[src/usr_pkg.sv]
package usr_pkg;

   // Configuration register widths and port shape
   localparam int CFG_LONG_BITS  = 24;
   localparam int CFG_SHORT_BITS = 16;
   localparam int CSR_DATA_BITS  = 24;
   localparam int CSR_INDEX_BITS = 3;

   // Register indexes
   localparam logic [CSR_INDEX_BITS-1:0] CSR_POLL_PERIOD   = 3'd0;
   localparam logic [CSR_INDEX_BITS-1:0] CSR_START_TIMEOUT = 3'd1;
   localparam logic [CSR_INDEX_BITS-1:0] CSR_HIGH_TIMEOUT  = 3'd2;
   localparam logic [CSR_INDEX_BITS-1:0] CSR_NEAR_WIDTH    = 3'd3;
   localparam logic [CSR_INDEX_BITS-1:0] CSR_HOLD          = 3'd4;

   // Register reset values
   localparam logic [CFG_LONG_BITS-1:0]  POLL_PERIOD_RST   = 24'd90000;
   localparam logic [CFG_SHORT_BITS-1:0] START_TIMEOUT_RST = 16'd2300;
   localparam logic [CFG_SHORT_BITS-1:0] HIGH_TIMEOUT_RST  = 16'd900;
   localparam logic [CFG_SHORT_BITS-1:0] NEAR_WIDTH_RST    = 16'd580;
   localparam logic [CFG_LONG_BITS-1:0]  HOLD_RST          = 24'd700000;

   // Default timer widths
   localparam int LONG_TIMER_BITS_DEF  = 24;
   localparam int PULSE_TIMER_BITS_DEF = 16;

   // Trigger pulse shape in ticks
   localparam int TRIG_LOW_TICKS  = 2;
   localparam int TRIG_HIGH_TICKS = 10;

   // Result field widths
   localparam int DISTANCE_BITS = 11;
   localparam int WIDTH_BITS    = 16;

   // Event status codes
   localparam logic [1:0] ST_NONE     = 2'd0;
   localparam logic [1:0] ST_MEASURED = 2'd1;
   localparam logic [1:0] ST_NO_ECHO  = 2'd2;
   localparam logic [1:0] ST_TOO_LONG = 2'd3;

   // Width to centimetres: multiply by a rounded-up reciprocal of 58.
   // With a 22-bit shift the error stays below one for any 16-bit width.
   localparam int CM_DIVISOR = 58;
   localparam int CM_SHIFT   = 22;
   localparam int CM_RECIP   = ((1 << CM_SHIFT) + CM_DIVISOR - 1) / CM_DIVISOR;
   localparam int PROD_BITS  = WIDTH_BITS + 17;

   typedef struct packed {
      logic [CFG_LONG_BITS-1:0]  poll_period_ticks;
      logic [CFG_SHORT_BITS-1:0] start_timeout_ticks;
      logic [CFG_SHORT_BITS-1:0] high_timeout_ticks;
      logic [CFG_SHORT_BITS-1:0] near_width_ticks;
      logic [CFG_LONG_BITS-1:0]  hold_ticks;
   } cfg_type;

   typedef struct packed {
      logic                     trigger_level;
      logic                     near_flag;
      logic [DISTANCE_BITS-1:0] distance_cm;
      logic [WIDTH_BITS-1:0]    pulse_width;
      logic [1:0]               event_status;
   } rsp_data_type;

   function automatic logic [DISTANCE_BITS-1:0] width_to_cm(input logic [WIDTH_BITS-1:0] w);
      logic [PROD_BITS-1:0] prod;
      prod = PROD_BITS'(w) * PROD_BITS'(CM_RECIP);
      return prod[CM_SHIFT +: DISTANCE_BITS];
   endfunction

endpackage

[src/usr_if.sv]
// Tick channel: one transaction per microsecond tick
interface usr_req_if;
   logic valid;
   logic ready;
   logic echo_level;

   modport source (output valid, output echo_level, input ready);
   modport sink (input valid, input echo_level, output ready);
endinterface

// Result channel: one transaction per tick
interface usr_rsp_if
   import usr_pkg::*;
();
   logic                     valid;
   logic                     ready;
   logic                     trigger_level;
   logic                     near_flag;
   logic [DISTANCE_BITS-1:0] distance_cm;
   logic [WIDTH_BITS-1:0]    pulse_width;
   logic [1:0]               event_status;

   modport source (output valid, output trigger_level, output near_flag,
                   output distance_cm, output pulse_width, output event_status,
                   input ready);
   modport sink (input valid, input trigger_level, input near_flag,
                 input distance_cm, input pulse_width, input event_status,
                 output ready);
endinterface

[src/usr_core.sv]
module usr_core
   import usr_pkg::*;
#(
   parameter int LONG_TIMER_BITS  = LONG_TIMER_BITS_DEF,
   parameter int PULSE_TIMER_BITS = PULSE_TIMER_BITS_DEF
) (
   input  logic         clock,
   input  logic         reset,
   input  logic         step,
   input  logic         echo_level,
   input  cfg_type      cfg,
   output rsp_data_type result
);

   localparam logic [2:0] PH_IDLE      = 3'd0;
   localparam logic [2:0] PH_TRIG_LOW  = 3'd1;
   localparam logic [2:0] PH_TRIG_HIGH = 3'd2;
   localparam logic [2:0] PH_WAIT_RISE = 3'd3;
   localparam logic [2:0] PH_MEASURE   = 3'd4;

   localparam int LONG_CMP_BITS  =
      (LONG_TIMER_BITS > CFG_LONG_BITS) ? LONG_TIMER_BITS : CFG_LONG_BITS;
   localparam int PULSE_CMP_BITS =
      (PULSE_TIMER_BITS > CFG_SHORT_BITS) ? PULSE_TIMER_BITS : CFG_SHORT_BITS;

   logic [2:0]                  phase_ff, phase_in;
   logic [LONG_TIMER_BITS-1:0]  poll_elapsed_ff, poll_elapsed_in;
   logic [PULSE_TIMER_BITS-1:0] phase_elapsed_ff, phase_elapsed_in;
   logic                        near_seen_ff, near_seen_in;
   logic [LONG_TIMER_BITS-1:0]  near_age_ff, near_age_in;
   logic [LONG_TIMER_BITS-1:0]  age_at_poll_ff, age_at_poll_in;
   logic                        near_ff, near_in;
   logic [DISTANCE_BITS-1:0]    distance_ff, distance_in;
   logic [WIDTH_BITS-1:0]       width_ff, width_in;

   // One tick: start check, phase work, distance and near flag, saturating counters, then result
   always_comb begin
      logic [LONG_TIMER_BITS-1:0]  poll_v;
      logic [LONG_TIMER_BITS-1:0]  age_v;
      logic [PULSE_TIMER_BITS-1:0] pe_inc;
      logic                        trig;
      logic [1:0]                  status;
      logic                        finish;
      logic                        load_width;

      phase_in         = (phase_ff > PH_MEASURE) ? PH_IDLE : phase_ff;
      poll_v           = poll_elapsed_ff;
      age_v            = near_age_ff;
      phase_elapsed_in = phase_elapsed_ff;
      age_at_poll_in   = age_at_poll_ff;
      near_seen_in     = near_seen_ff;
      near_in          = near_ff;
      width_in         = width_ff;
      distance_in      = distance_ff;
      trig             = 1'b0;
      status           = ST_NONE;
      finish           = 1'b0;
      load_width       = 1'b0;

      // Start a measurement when the poll period is due
      if (phase_in == PH_IDLE &&
          (LONG_CMP_BITS'(poll_elapsed_ff) >= LONG_CMP_BITS'(cfg.poll_period_ticks) ||
           &poll_elapsed_ff)) begin
         poll_v           = '0;
         age_at_poll_in   = near_age_ff;
         phase_in         = PH_TRIG_LOW;
         phase_elapsed_in = '0;
      end

      pe_inc = (&phase_elapsed_in) ? phase_elapsed_in : phase_elapsed_in + 1'b1;

      case (phase_in)
         PH_TRIG_LOW: begin
            phase_elapsed_in = pe_inc;
            if (pe_inc >= PULSE_TIMER_BITS'(TRIG_LOW_TICKS)) begin
               phase_in         = PH_TRIG_HIGH;
               phase_elapsed_in = '0;
            end
         end
         PH_TRIG_HIGH: begin
            trig             = 1'b1;
            phase_elapsed_in = pe_inc;
            if (pe_inc >= PULSE_TIMER_BITS'(TRIG_HIGH_TICKS)) begin
               phase_in         = PH_WAIT_RISE;
               phase_elapsed_in = '0;
            end
         end
         PH_WAIT_RISE: begin
            if (echo_level) begin
               phase_in         = PH_MEASURE;
               phase_elapsed_in = '0;
            end else begin
               phase_elapsed_in = pe_inc;
               if (PULSE_CMP_BITS'(pe_inc) > PULSE_CMP_BITS'(cfg.start_timeout_ticks) ||
                   &pe_inc) begin
                  status           = ST_NO_ECHO;
                  phase_in         = PH_IDLE;
                  phase_elapsed_in = '0;
                  finish           = 1'b1;
               end
            end
         end
         PH_MEASURE: begin
            phase_elapsed_in = pe_inc;
            if (!echo_level) begin
               // Echo fell: record the width, note a near object
               status     = ST_MEASURED;
               width_in   = WIDTH_BITS'(pe_inc);
               load_width = 1'b1;
               if (width_in <= cfg.near_width_ticks) begin
                  near_seen_in   = 1'b1;
                  age_v          = poll_elapsed_ff;
                  age_at_poll_in = '0;
               end
               phase_in         = PH_IDLE;
               phase_elapsed_in = '0;
               finish           = 1'b1;
            end else if (PULSE_CMP_BITS'(pe_inc) > PULSE_CMP_BITS'(cfg.high_timeout_ticks) ||
                         &pe_inc) begin
               // Cut off: report the timeout as the width
               status           = ST_TOO_LONG;
               width_in         = cfg.high_timeout_ticks;
               load_width       = 1'b1;
               phase_in         = PH_IDLE;
               phase_elapsed_in = '0;
               finish           = 1'b1;
            end
         end
         default: begin
         end
      endcase

      if (load_width) begin
         distance_in = width_to_cm(width_in);
      end

      // Update the held near flag at the end of each measurement
      if (finish) begin
         near_in = near_seen_in &&
                   (LONG_CMP_BITS'(age_at_poll_in) <= LONG_CMP_BITS'(cfg.hold_ticks));
      end

      poll_elapsed_in = (&poll_v) ? poll_v : poll_v + 1'b1;
      near_age_in     = (&age_v) ? age_v : age_v + 1'b1;

      result.trigger_level = trig;
      result.near_flag     = near_in;
      result.distance_cm   = distance_in;
      result.pulse_width   = width_in;
      result.event_status  = status;
   end

   // Advance state once per processed tick
   always_ff @(posedge clock) begin
      if (reset) begin
         phase_ff         <= PH_IDLE;
         poll_elapsed_ff  <= '0;
         phase_elapsed_ff <= '0;
         near_seen_ff     <= 1'b0;
         near_age_ff      <= '0;
         age_at_poll_ff   <= '0;
         near_ff          <= 1'b0;
         distance_ff      <= '0;
         width_ff         <= '0;
      end else if (step) begin
         phase_ff         <= phase_in;
         poll_elapsed_ff  <= poll_elapsed_in;
         phase_elapsed_ff <= phase_elapsed_in;
         near_seen_ff     <= near_seen_in;
         near_age_ff      <= near_age_in;
         age_at_poll_ff   <= age_at_poll_in;
         near_ff          <= near_in;
         distance_ff      <= distance_in;
         width_ff         <= width_in;
      end
   end

endmodule

[src/ultrasonic_ranger_with_near_hold.sv]
// Ultrasonic echo ranger with near hold. Each transaction on req_chan is one
// microsecond tick carrying the sampled echo pin level; each tick yields exactly
// one transaction on rsp_chan with the trigger pin level for that tick, the held
// near flag, the last distance in centimetres, the last echo width in ticks and
// an event status (none, measured, echo never rose, echo too long). Throughput is
// one tick per clock cycle while rsp_chan does not stall; a taken tick is held in
// the input register, passes once through the step logic and lands in the result
// register, where it is held until rsp_chan accepts it. The step path holds one
// 16x17 multiply for the centimetre conversion. Configuration registers are
// written through csr_wr_en, csr_index and csr_wdata and take effect on the next
// tick processed.
module ultrasonic_ranger_with_near_hold
   import usr_pkg::*;
#(
   parameter int LONG_TIMER_BITS  = LONG_TIMER_BITS_DEF,
   parameter int PULSE_TIMER_BITS = PULSE_TIMER_BITS_DEF
) (
   input  logic                      clock,
   input  logic                      reset,
   usr_req_if.sink                   req_chan,
   usr_rsp_if.source                 rsp_chan,
   input  logic                      csr_wr_en,
   input  logic [CSR_INDEX_BITS-1:0] csr_index,
   input  logic [CSR_DATA_BITS-1:0]  csr_wdata
);

   cfg_type      cfg_ff;
   logic         in_valid_ff, in_valid_in;
   logic         in_echo_ff;
   logic         out_valid_ff, out_valid_in;
   rsp_data_type out_data_ff;
   rsp_data_type step_result;
   logic         step;
   logic         req_fire;

   // Configuration registers
   always_ff @(posedge clock) begin
      if (reset) begin
         cfg_ff.poll_period_ticks   <= POLL_PERIOD_RST;
         cfg_ff.start_timeout_ticks <= START_TIMEOUT_RST;
         cfg_ff.high_timeout_ticks  <= HIGH_TIMEOUT_RST;
         cfg_ff.near_width_ticks    <= NEAR_WIDTH_RST;
         cfg_ff.hold_ticks          <= HOLD_RST;
      end else if (csr_wr_en) begin
         case (csr_index)
            CSR_POLL_PERIOD:   cfg_ff.poll_period_ticks   <= CFG_LONG_BITS'(csr_wdata);
            CSR_START_TIMEOUT: cfg_ff.start_timeout_ticks <= CFG_SHORT_BITS'(csr_wdata);
            CSR_HIGH_TIMEOUT:  cfg_ff.high_timeout_ticks  <= CFG_SHORT_BITS'(csr_wdata);
            CSR_NEAR_WIDTH:    cfg_ff.near_width_ticks    <= CFG_SHORT_BITS'(csr_wdata);
            CSR_HOLD:          cfg_ff.hold_ticks          <= CFG_LONG_BITS'(csr_wdata);
            default: begin
            end
         endcase
      end
   end

   // Handshake: process the held tick when the result register is free
   assign step           = in_valid_ff && (!out_valid_ff || rsp_chan.ready);
   assign req_chan.ready = !in_valid_ff || step;
   assign req_fire       = req_chan.valid && req_chan.ready;
   assign in_valid_in    = req_fire || (in_valid_ff && !step);
   assign out_valid_in   = step || (out_valid_ff && !rsp_chan.ready);

   always_ff @(posedge clock) begin
      if (reset) begin
         in_valid_ff  <= 1'b0;
         out_valid_ff <= 1'b0;
      end else begin
         in_valid_ff  <= in_valid_in;
         out_valid_ff <= out_valid_in;
      end
   end

   // Hold payloads
   always_ff @(posedge clock) begin
      if (req_fire) begin
         in_echo_ff <= req_chan.echo_level;
      end
      if (step) begin
         out_data_ff <= step_result;
      end
   end

   usr_core #(
      .LONG_TIMER_BITS  (LONG_TIMER_BITS),
      .PULSE_TIMER_BITS (PULSE_TIMER_BITS)
   ) u_core (
      .clock      (clock),
      .reset      (reset),
      .step       (step),
      .echo_level (in_echo_ff),
      .cfg        (cfg_ff),
      .result     (step_result)
   );

   assign rsp_chan.valid         = out_valid_ff;
   assign rsp_chan.trigger_level = out_data_ff.trigger_level;
   assign rsp_chan.near_flag     = out_data_ff.near_flag;
   assign rsp_chan.distance_cm   = out_data_ff.distance_cm;
   assign rsp_chan.pulse_width   = out_data_ff.pulse_width;
   assign rsp_chan.event_status  = out_data_ff.event_status;

endmodule

[src/flat_wrapper.sv]
// flat-port wrapper written by rule: the top's interface ports become plain ports
module ultrasonic_ranger_with_near_hold_flat import usr_pkg::*;
#(
   parameter int LONG_TIMER_BITS  = LONG_TIMER_BITS_DEF,
   parameter int PULSE_TIMER_BITS = PULSE_TIMER_BITS_DEF
)
  (clock, reset, csr_wr_en, csr_index, csr_wdata, req_chan_valid, req_chan_echo_level, req_chan_ready, rsp_chan_valid, rsp_chan_trigger_level, rsp_chan_near_flag, rsp_chan_distance_cm, rsp_chan_pulse_width, rsp_chan_event_status, rsp_chan_ready);
  usr_req_if req_chan_i ();
  usr_rsp_if rsp_chan_i ();
  input  logic clock;
  input  logic reset;
  input  logic csr_wr_en;
  input  logic [CSR_INDEX_BITS-1:0] csr_index;
  input  logic [CSR_DATA_BITS-1:0] csr_wdata;
  input wire logic [$bits(req_chan_i.valid)-1:0] req_chan_valid;
  input wire logic [$bits(req_chan_i.echo_level)-1:0] req_chan_echo_level;
  output wire logic [$bits(req_chan_i.ready)-1:0] req_chan_ready;
  output wire logic [$bits(rsp_chan_i.valid)-1:0] rsp_chan_valid;
  output wire logic [$bits(rsp_chan_i.trigger_level)-1:0] rsp_chan_trigger_level;
  output wire logic [$bits(rsp_chan_i.near_flag)-1:0] rsp_chan_near_flag;
  output wire logic [$bits(rsp_chan_i.distance_cm)-1:0] rsp_chan_distance_cm;
  output wire logic [$bits(rsp_chan_i.pulse_width)-1:0] rsp_chan_pulse_width;
  output wire logic [$bits(rsp_chan_i.event_status)-1:0] rsp_chan_event_status;
  input wire logic [$bits(rsp_chan_i.ready)-1:0] rsp_chan_ready;
  assign req_chan_i.valid = req_chan_valid;
  assign req_chan_i.echo_level = req_chan_echo_level;
  assign req_chan_ready = req_chan_i.ready;
  assign rsp_chan_valid = rsp_chan_i.valid;
  assign rsp_chan_trigger_level = rsp_chan_i.trigger_level;
  assign rsp_chan_near_flag = rsp_chan_i.near_flag;
  assign rsp_chan_distance_cm = rsp_chan_i.distance_cm;
  assign rsp_chan_pulse_width = rsp_chan_i.pulse_width;
  assign rsp_chan_event_status = rsp_chan_i.event_status;
  assign rsp_chan_i.ready = rsp_chan_ready;
  ultrasonic_ranger_with_near_hold #(.LONG_TIMER_BITS(LONG_TIMER_BITS), .PULSE_TIMER_BITS(PULSE_TIMER_BITS)) u_core (.clock(clock), .reset(reset), .req_chan(req_chan_i), .rsp_chan(rsp_chan_i), .csr_wr_en(csr_wr_en), .csr_index(csr_index), .csr_wdata(csr_wdata));
endmodule
[config.mk]
export PLATFORM = sky130hd
export DESIGN_NAME = ultrasonic_ranger_with_near_hold_flat
export DESIGN_NICKNAME = d
export VERILOG_FILES = /design/src/usr_pkg.sv /design/src/usr_if.sv /design/src/usr_core.sv /design/src/ultrasonic_ranger_with_near_hold.sv /design/src/flat_wrapper.sv
export SDC_FILE = /design/constraint.sdc
export NUM_CORES = 1
export LEC_CHECK = 0
export ABC_CLOCK_PERIOD_IN_PS = 11900
export BUFFER_PORTS_ARGS = -buffer_cell sky130_fd_sc_hd__buf_2
export CAP_MARGIN = 5
export CORE_UTILIZATION = 58
export CTS_CLUSTER_SIZE = 25
export DETAILED_ROUTE_END_ITERATION = 6
export GPL_TIMING_DRIVEN = 0
export PLACE_DENSITY = 0.78
export SLEW_MARGIN = 20
export SYNTH_ARGS = -nofsm -noshare
export SYNTH_HDL_FRONTEND = slang
export SYNTH_SLANG_ARGS = --single-unit
[constraint.sdc]
create_clock -name clock -period 11.9 [get_ports clock]
set_input_delay 1.19 -clock clock [delete_from_list [all_inputs] [get_ports clock]]
set_output_delay 1.19 -clock clock [all_outputs]
set_load 0.005 [all_outputs]
# --- Word-level counts from Yosys, hierarchy flattened ---
# Cells that the tools add are included.
op_classes:
  add_sub_neg: 3
  mul: 1
  div_mod_pow: 0
  magnitude_cmp: 8
  eq_ne: 8
  n_shift: 0
  muxes: 48
  bitwise: 0
  reduce_logical: 29
ops:
  columns: ["op", "count"]
  rows:
  - ["$mux W24", 10]
  - ["$mux W16", 11]
  - ["$reduce_and A24 Y1", 3]
  - ["$pmux W16 S4", 1]
  - ["$add A24 B1 Y24 const B", 2]
  - ["$gt A16 B16 Y1", 2]
  - ["$reduce_and A16 Y1", 2]
  - ["$mul A16 B15 Y31 const B", 1]
  - ["$ge A24 B24 Y1", 1]
  - ["$le A24 B24 Y1", 1]
  - ["$mux W3", 8]
  - ["$add A16 B1 Y16 const B", 1]
  - ["$ge A16 B2 Y1 const B", 1]
  - ["$ge A16 B4 Y1 const B", 1]
  - ["$le A16 B16 Y1", 1]
  - ["$eq A3 B2 Y1 const B", 4]
  - ["$pmux W3 S4", 1]
  - ["$mux W11", 1]
  - ["$mux W1", 10]
  - ["$reduce_and A2 Y1", 5]
  - ["$mux W2", 4]
  - ["$logic_or A1 B1 Y1", 7]
  - ["$eq A3 B1 Y1 const B", 2]
  - ["$eq A3 B3 Y1 const B", 2]
  - ["other kinds (6)", 15]
word_totals:
  register_bits: 250
  latch_bits: 0
  ram_bits: 0
  mem_bits_ro: 0
  elab_cells: 119
  n_memories: 0

# --- Depth between registers and ports, before layout ---
logic_depth:
  word_depth: 14
  mapped_depth: 52
  ltp_nobuf: 50

# --- Modules after synthesis ---
# From an unflattened synthesis, not the netlist that was laid out.
hier_totals:
  cells_unflattened: 2249
  hier_area_um2: 19367.3
by_module_without_submodules:
  columns: ["module", "instances", "cells_per_inst", "area_per_inst_um2", "seq_area_each_um2"]
  rows:
  - ["usr_core", 1, 1843, 14476.4, 2402.3]
  - ["ultrasonic_ranger_with_near_hold", 1, 406, 4890.9, 2922.8]

# --- Worst setup path before layout ---
# No wires, ideal clock.
synth_path:
  kind: "reg-to-reg"
  startpoint: "register u_core.u_core.poll_elapsed_ff[18]"
  endpoint: "register u_core.u_core.distance_ff[6]"
  setup_time_ns: 0.115
  arrival_ns: 11.281
  required_ns: 11.785
  slack_ns: 0.504
  stages_incl_launch_ff: 49
  n_path_buf: 1
  synth_period_minus_slack_ns: 11.396
  cell_sequence: "dfxtp_1 ha_1 a21oi_1 a21boi_0 a211o_1 a22oi_2 and3_1 ha_1 and4_1 and2_1 clkbuf_1 nand2_1 nor3_1 nor2_1 a21oi_1 inv_1 ha_1 nor2b_1 (+13 left out) inv_1 fa_1 fa_1 fa_1 inv_1 fa_1 inv_1 ha_1 o21a_1 o211ai_1 and2_1 a311o_1 a21oi_1 a21o_1 a21oi_1 xnor2_1 mux2_2 o21ba_2"
synth_lines:
  columns: ["item", "line_no", "text"]
  rows:
  - ["from (decl)", "usr_core.sv:27", "logic [LONG_TIMER_BITS-1:0] poll_elapsed_ff, poll_elapsed_in;"]
  - ["from (signal assigned)", "usr_core.sv:167", "poll_elapsed_ff <= poll_elapsed_in;"]
  - ["to (signal assigned)", "usr_core.sv:173", "distance_ff <= distance_in;"]
  - ["to (decl)", "usr_core.sv:33", "logic [DISTANCE_BITS-1:0] distance_ff, distance_in;"]

==> results.md <==
- Status: finished clean
- Clk_skew: 0.0168 ns
- Dpl ws: -2.31 ns
- DRT Pass-1 Iters: 6
- Antenna violations before repair: 0
- Dpl cells: 2,814
- Asr flop ratio synth: 0%
- Cell area after placement: about 20,000 sq um
- Dominant cell type by area after synthesis: dfxtp_1
- Wire length per cell: 21.8 um
- Top cells by count, synth: 343 x nand2_1, 246 x inv_1, 219 x ha_1
- Critical path capture point type: flop
- Remaining Overflow, GRT: 0
- Post-Synth XOR/XNOR Area: 1.84%
- Total power: between 1.5 and 2 mW
- WP data required: 12.35 ns
- Antenna-violating nets left: 0
- Main synth FF type: dfxtp_1
- Most used cell, CP: fa_1
- Gr usage total: a little under two fifths
- WHS Endpoint: u_core.cfg_ff[93]
- Slew @ Worst Pin: 1.04 ns
- Port-buffer cells: between 60 and 70
- DRC: 0
- Vias in the first global route: 17,200
- Distinct cells, synth: 95
- Rows: 66
- Worst skew pair latency: between 0.5 and 0.6 ns
- Slowest CP cell: fa_1
- Cell area after synthesis: 19,200 sq um
- FMAX: 87.0 MHz
- Total number of vias: 17,700
- Top cells by area, synth: dfxtp_1 23%, ha_1 14%, fa_1 8.7%, nand2_1 6.7%, edfxtp_1 5.0%
- Mux cell area share after synthesis: 2.90%
- Tcrit/Tclk final: 96.6%
- Synth Area in Compound Gates: a little under a fifth
- Largest net degree at the start of global routing: 23
- Crit path arrival time: 11.95 ns
- Fin Setup TNS: 0 ns
- Num ports: 66
- Slew HR: 30.2%
- Max H-tree Level: 1
- Synth top area share: a little under a quarter
- Most common cell in the synthesized netlist: nand2_1
- Share of cells above drive strength 1: 11.1%
- LEAKAGE: 9.57 nW
- End of the worst register-to-register path: u_core.rsp_chan.distance_cm[9]
- Area added between synthesis and finish: 11.5%
- Cell Pwr Density: 90.7 nW/um^2
- Clk slew on worst S/H paths: 0.06 ns
- Final worst slack: 0.400 ns
- Total core area: 32,500 sq um
- Hold Startpoint: u_core.cfg_ff[93]
- Hold path depth: 2
- DP HPWL: 48.4 mm
- Worst hold path class: flop to flop
- Final WL: 62.6 mm
- Design area: approximately 21,000 sq um
- RR Startpoint: u_core.u_core.poll_elapsed_ff[15]
- Largest family of logic cells by synthesized area: adder cells
- Initial Util: 58.9%
- Mapped Nets: 2,641
- Critical path class: flop to flop
- Via density: 6.14
- Final Util: 65.7%
- Fin nets: 2,747
- Final setup viols: 0
- Simple-gate share of the synthesized area: 17.8%
- Die width: ~180 um
- Layout Cells excl Fill: around 2,900
- Max-cap violations: 0
- Cts bufs inserted: 30
- Critical path startpoint category: flop
- Worst VDD drop: 0.127 mV
- Clock sink count: 250
- Die area: roughly 34,000 sq um
- Fin crit period: 11.50 ns
- Chip Height: between 150 and 200 um
- Initial drt markers: roughly 1,600
- Root Buffer: clkbuf_16
- Antenna cells: 0
- Final hold slack: 0.456 ns
- CTS tree: done
- Synth Area in Adders: 23.0%
- Reg2Reg Depth: 48
- Worst path max stage delay: 0.55 ns
- Crit path max fanout: 10
- Seq cells post-synth: 250
- Clock Tree Buf Depth: 3
- Post-synthesis sequential area ratio: 27.8%
- Hold Fails Final Rpt: 0
- First-pass GRT wire length: roughly 96 mm
- GPL Wtd Cong: 0.986
- Cells after synthesis: 2,306
- Final Max Slew Viols: 0
- Register-to-register setup slack: 0.40 ns
- Hold Buf Count CTS: 0
- Yosys warns: 0
- Avg Cell Area, Syn: ~8.3 sq um
- EDFF count, synth: 32
cell families (layout without fill, tap and decap cells):
family / Yosys count / in the layout
AND/OR/NAND/NOR: 745 / 745
AO/OA/AOI/OAI: 546 / 546
buffers and inverters: 372 / 502
adder cells (fa/ha/maj): 302 / 302
flip-flops: 250 / 250
multiplexers: 53 / 53
XOR/XNOR: 38 / 38
routing by layer:
layer / wire [um] / track usage, % / up-vias / part of all wire [%]
li1: - / - / 8258 / -
met1: 25800 / 48.1 / 8476 / 41
met2: 28900 / 61.6 / 800 / 46
met3: 5430 / 5.76 / 150 / 8.7
met4: 2500 / 14.1 / 0 / 4.0
met5: 0 / 0 / - / 0
where the power goes:
part / switching, mW / leakage (nW) / internal (mW)
Combinational: 0.0745 / 6.99 / 0.0313
Sequential: 0.00873 / 2.07 / 0.869
Clock: 0.408 / 0.501 / 0.547
repair_timing:
action,4_1_cts,5_1_grt
buffers inserted,4,5
setup endpoints to repair,22,22
hold endpoints to repair,0,0
gates resized for setup,23,35
gates cloned,0,0
pin swaps,4,8
critical path: cells and delay by family (launching register included):
kind	cells	cell delay, ns
flops	1	0.47
xor+xnor	1	0.22
compound gates	17	3.61
simple gates	12	2.08
fa+ha+maj	10	4.13
buf+inv	8	0.80
final cells by class:
cell class                 count  area (sq um)
multi-input combinational   1684         12600
fill                        2794         11200
sequential                   250          5340
inverter                     249           935
clock buffer                  34           786
tap                          442           553
buffer                       122           519
timing repair buffer          75           420
clock inverter                22           245
how the worst max path moves through the flow:
stage | startpoint | end
after floorplan | u_core.u_core.poll_elapsed_ff[18] | u_core.u_core.distance_ff[6]
after global placement | u_core.u_core.poll_elapsed_ff[18] | u_core.u_core.distance_ff[6]
after detailed placement | u_core.u_core.poll_elapsed_ff[18] | u_core.u_core.distance_ff[6]
after CTS | u_core.u_core.poll_elapsed_ff[13] | u_core.u_core.distance_ff[6]
after global routing | u_core.u_core.poll_elapsed_ff[15] | u_core.rsp_chan.distance_cm[9]
final | u_core.u_core.poll_elapsed_ff[15] | u_core.rsp_chan.distance_cm[9]
registers in the layout, summed over array words and instances, names as in the netlist:
signal                          count
u_core.rsp_chan.distance_cm        11
u_core.u_core.near_ff               1
u_core.u_core.near_seen_ff          1
u_core.u_core.phase_ff              3
u_core.u_core.poll_elapsed_ff      24
u_core.rsp_chan.trigger_level       1
u_core.in_echo_ff                   1
u_core.u_core.age_at_poll_ff       24
u_core.rsp_chan.valid               1
u_core.u_core.distance_ff          11
u_core.rsp_chan.pulse_width        16
u_core.rsp_chan.event_status        2
u_core.u_core.near_age_ff          24
u_core.in_valid_ff                  1
u_core.u_core.width_ff             16
u_core.u_core.phase_elapsed_ff     16
u_core.rsp_chan.near_flag           1
u_core.cfg_ff                      96
cells in the final DEF, fill, tap and decap left out, types with 29 or more instances in the layout:
cell       netlist  layout
fa_1            83      83
nor3_1          36      35
o21ai_0         84      80
nor2_1         143     139
nand2_1        343     341
ha_1           219     218
a21oi_1        178     174
nand4_1         42      42
clkbuf_16        0      30
and3_1          32      29
o211ai_1        45      45
a21o_1          34      34
clkbuf_1        93      93
edfxtp_1        32      32
inv_1          246     244
nand3_1         58      58
mux2i_1         33      33
buf_2           15      82
dfxtp_1        218     212
No activity file was read; power rests on OpenSTA's default activity.
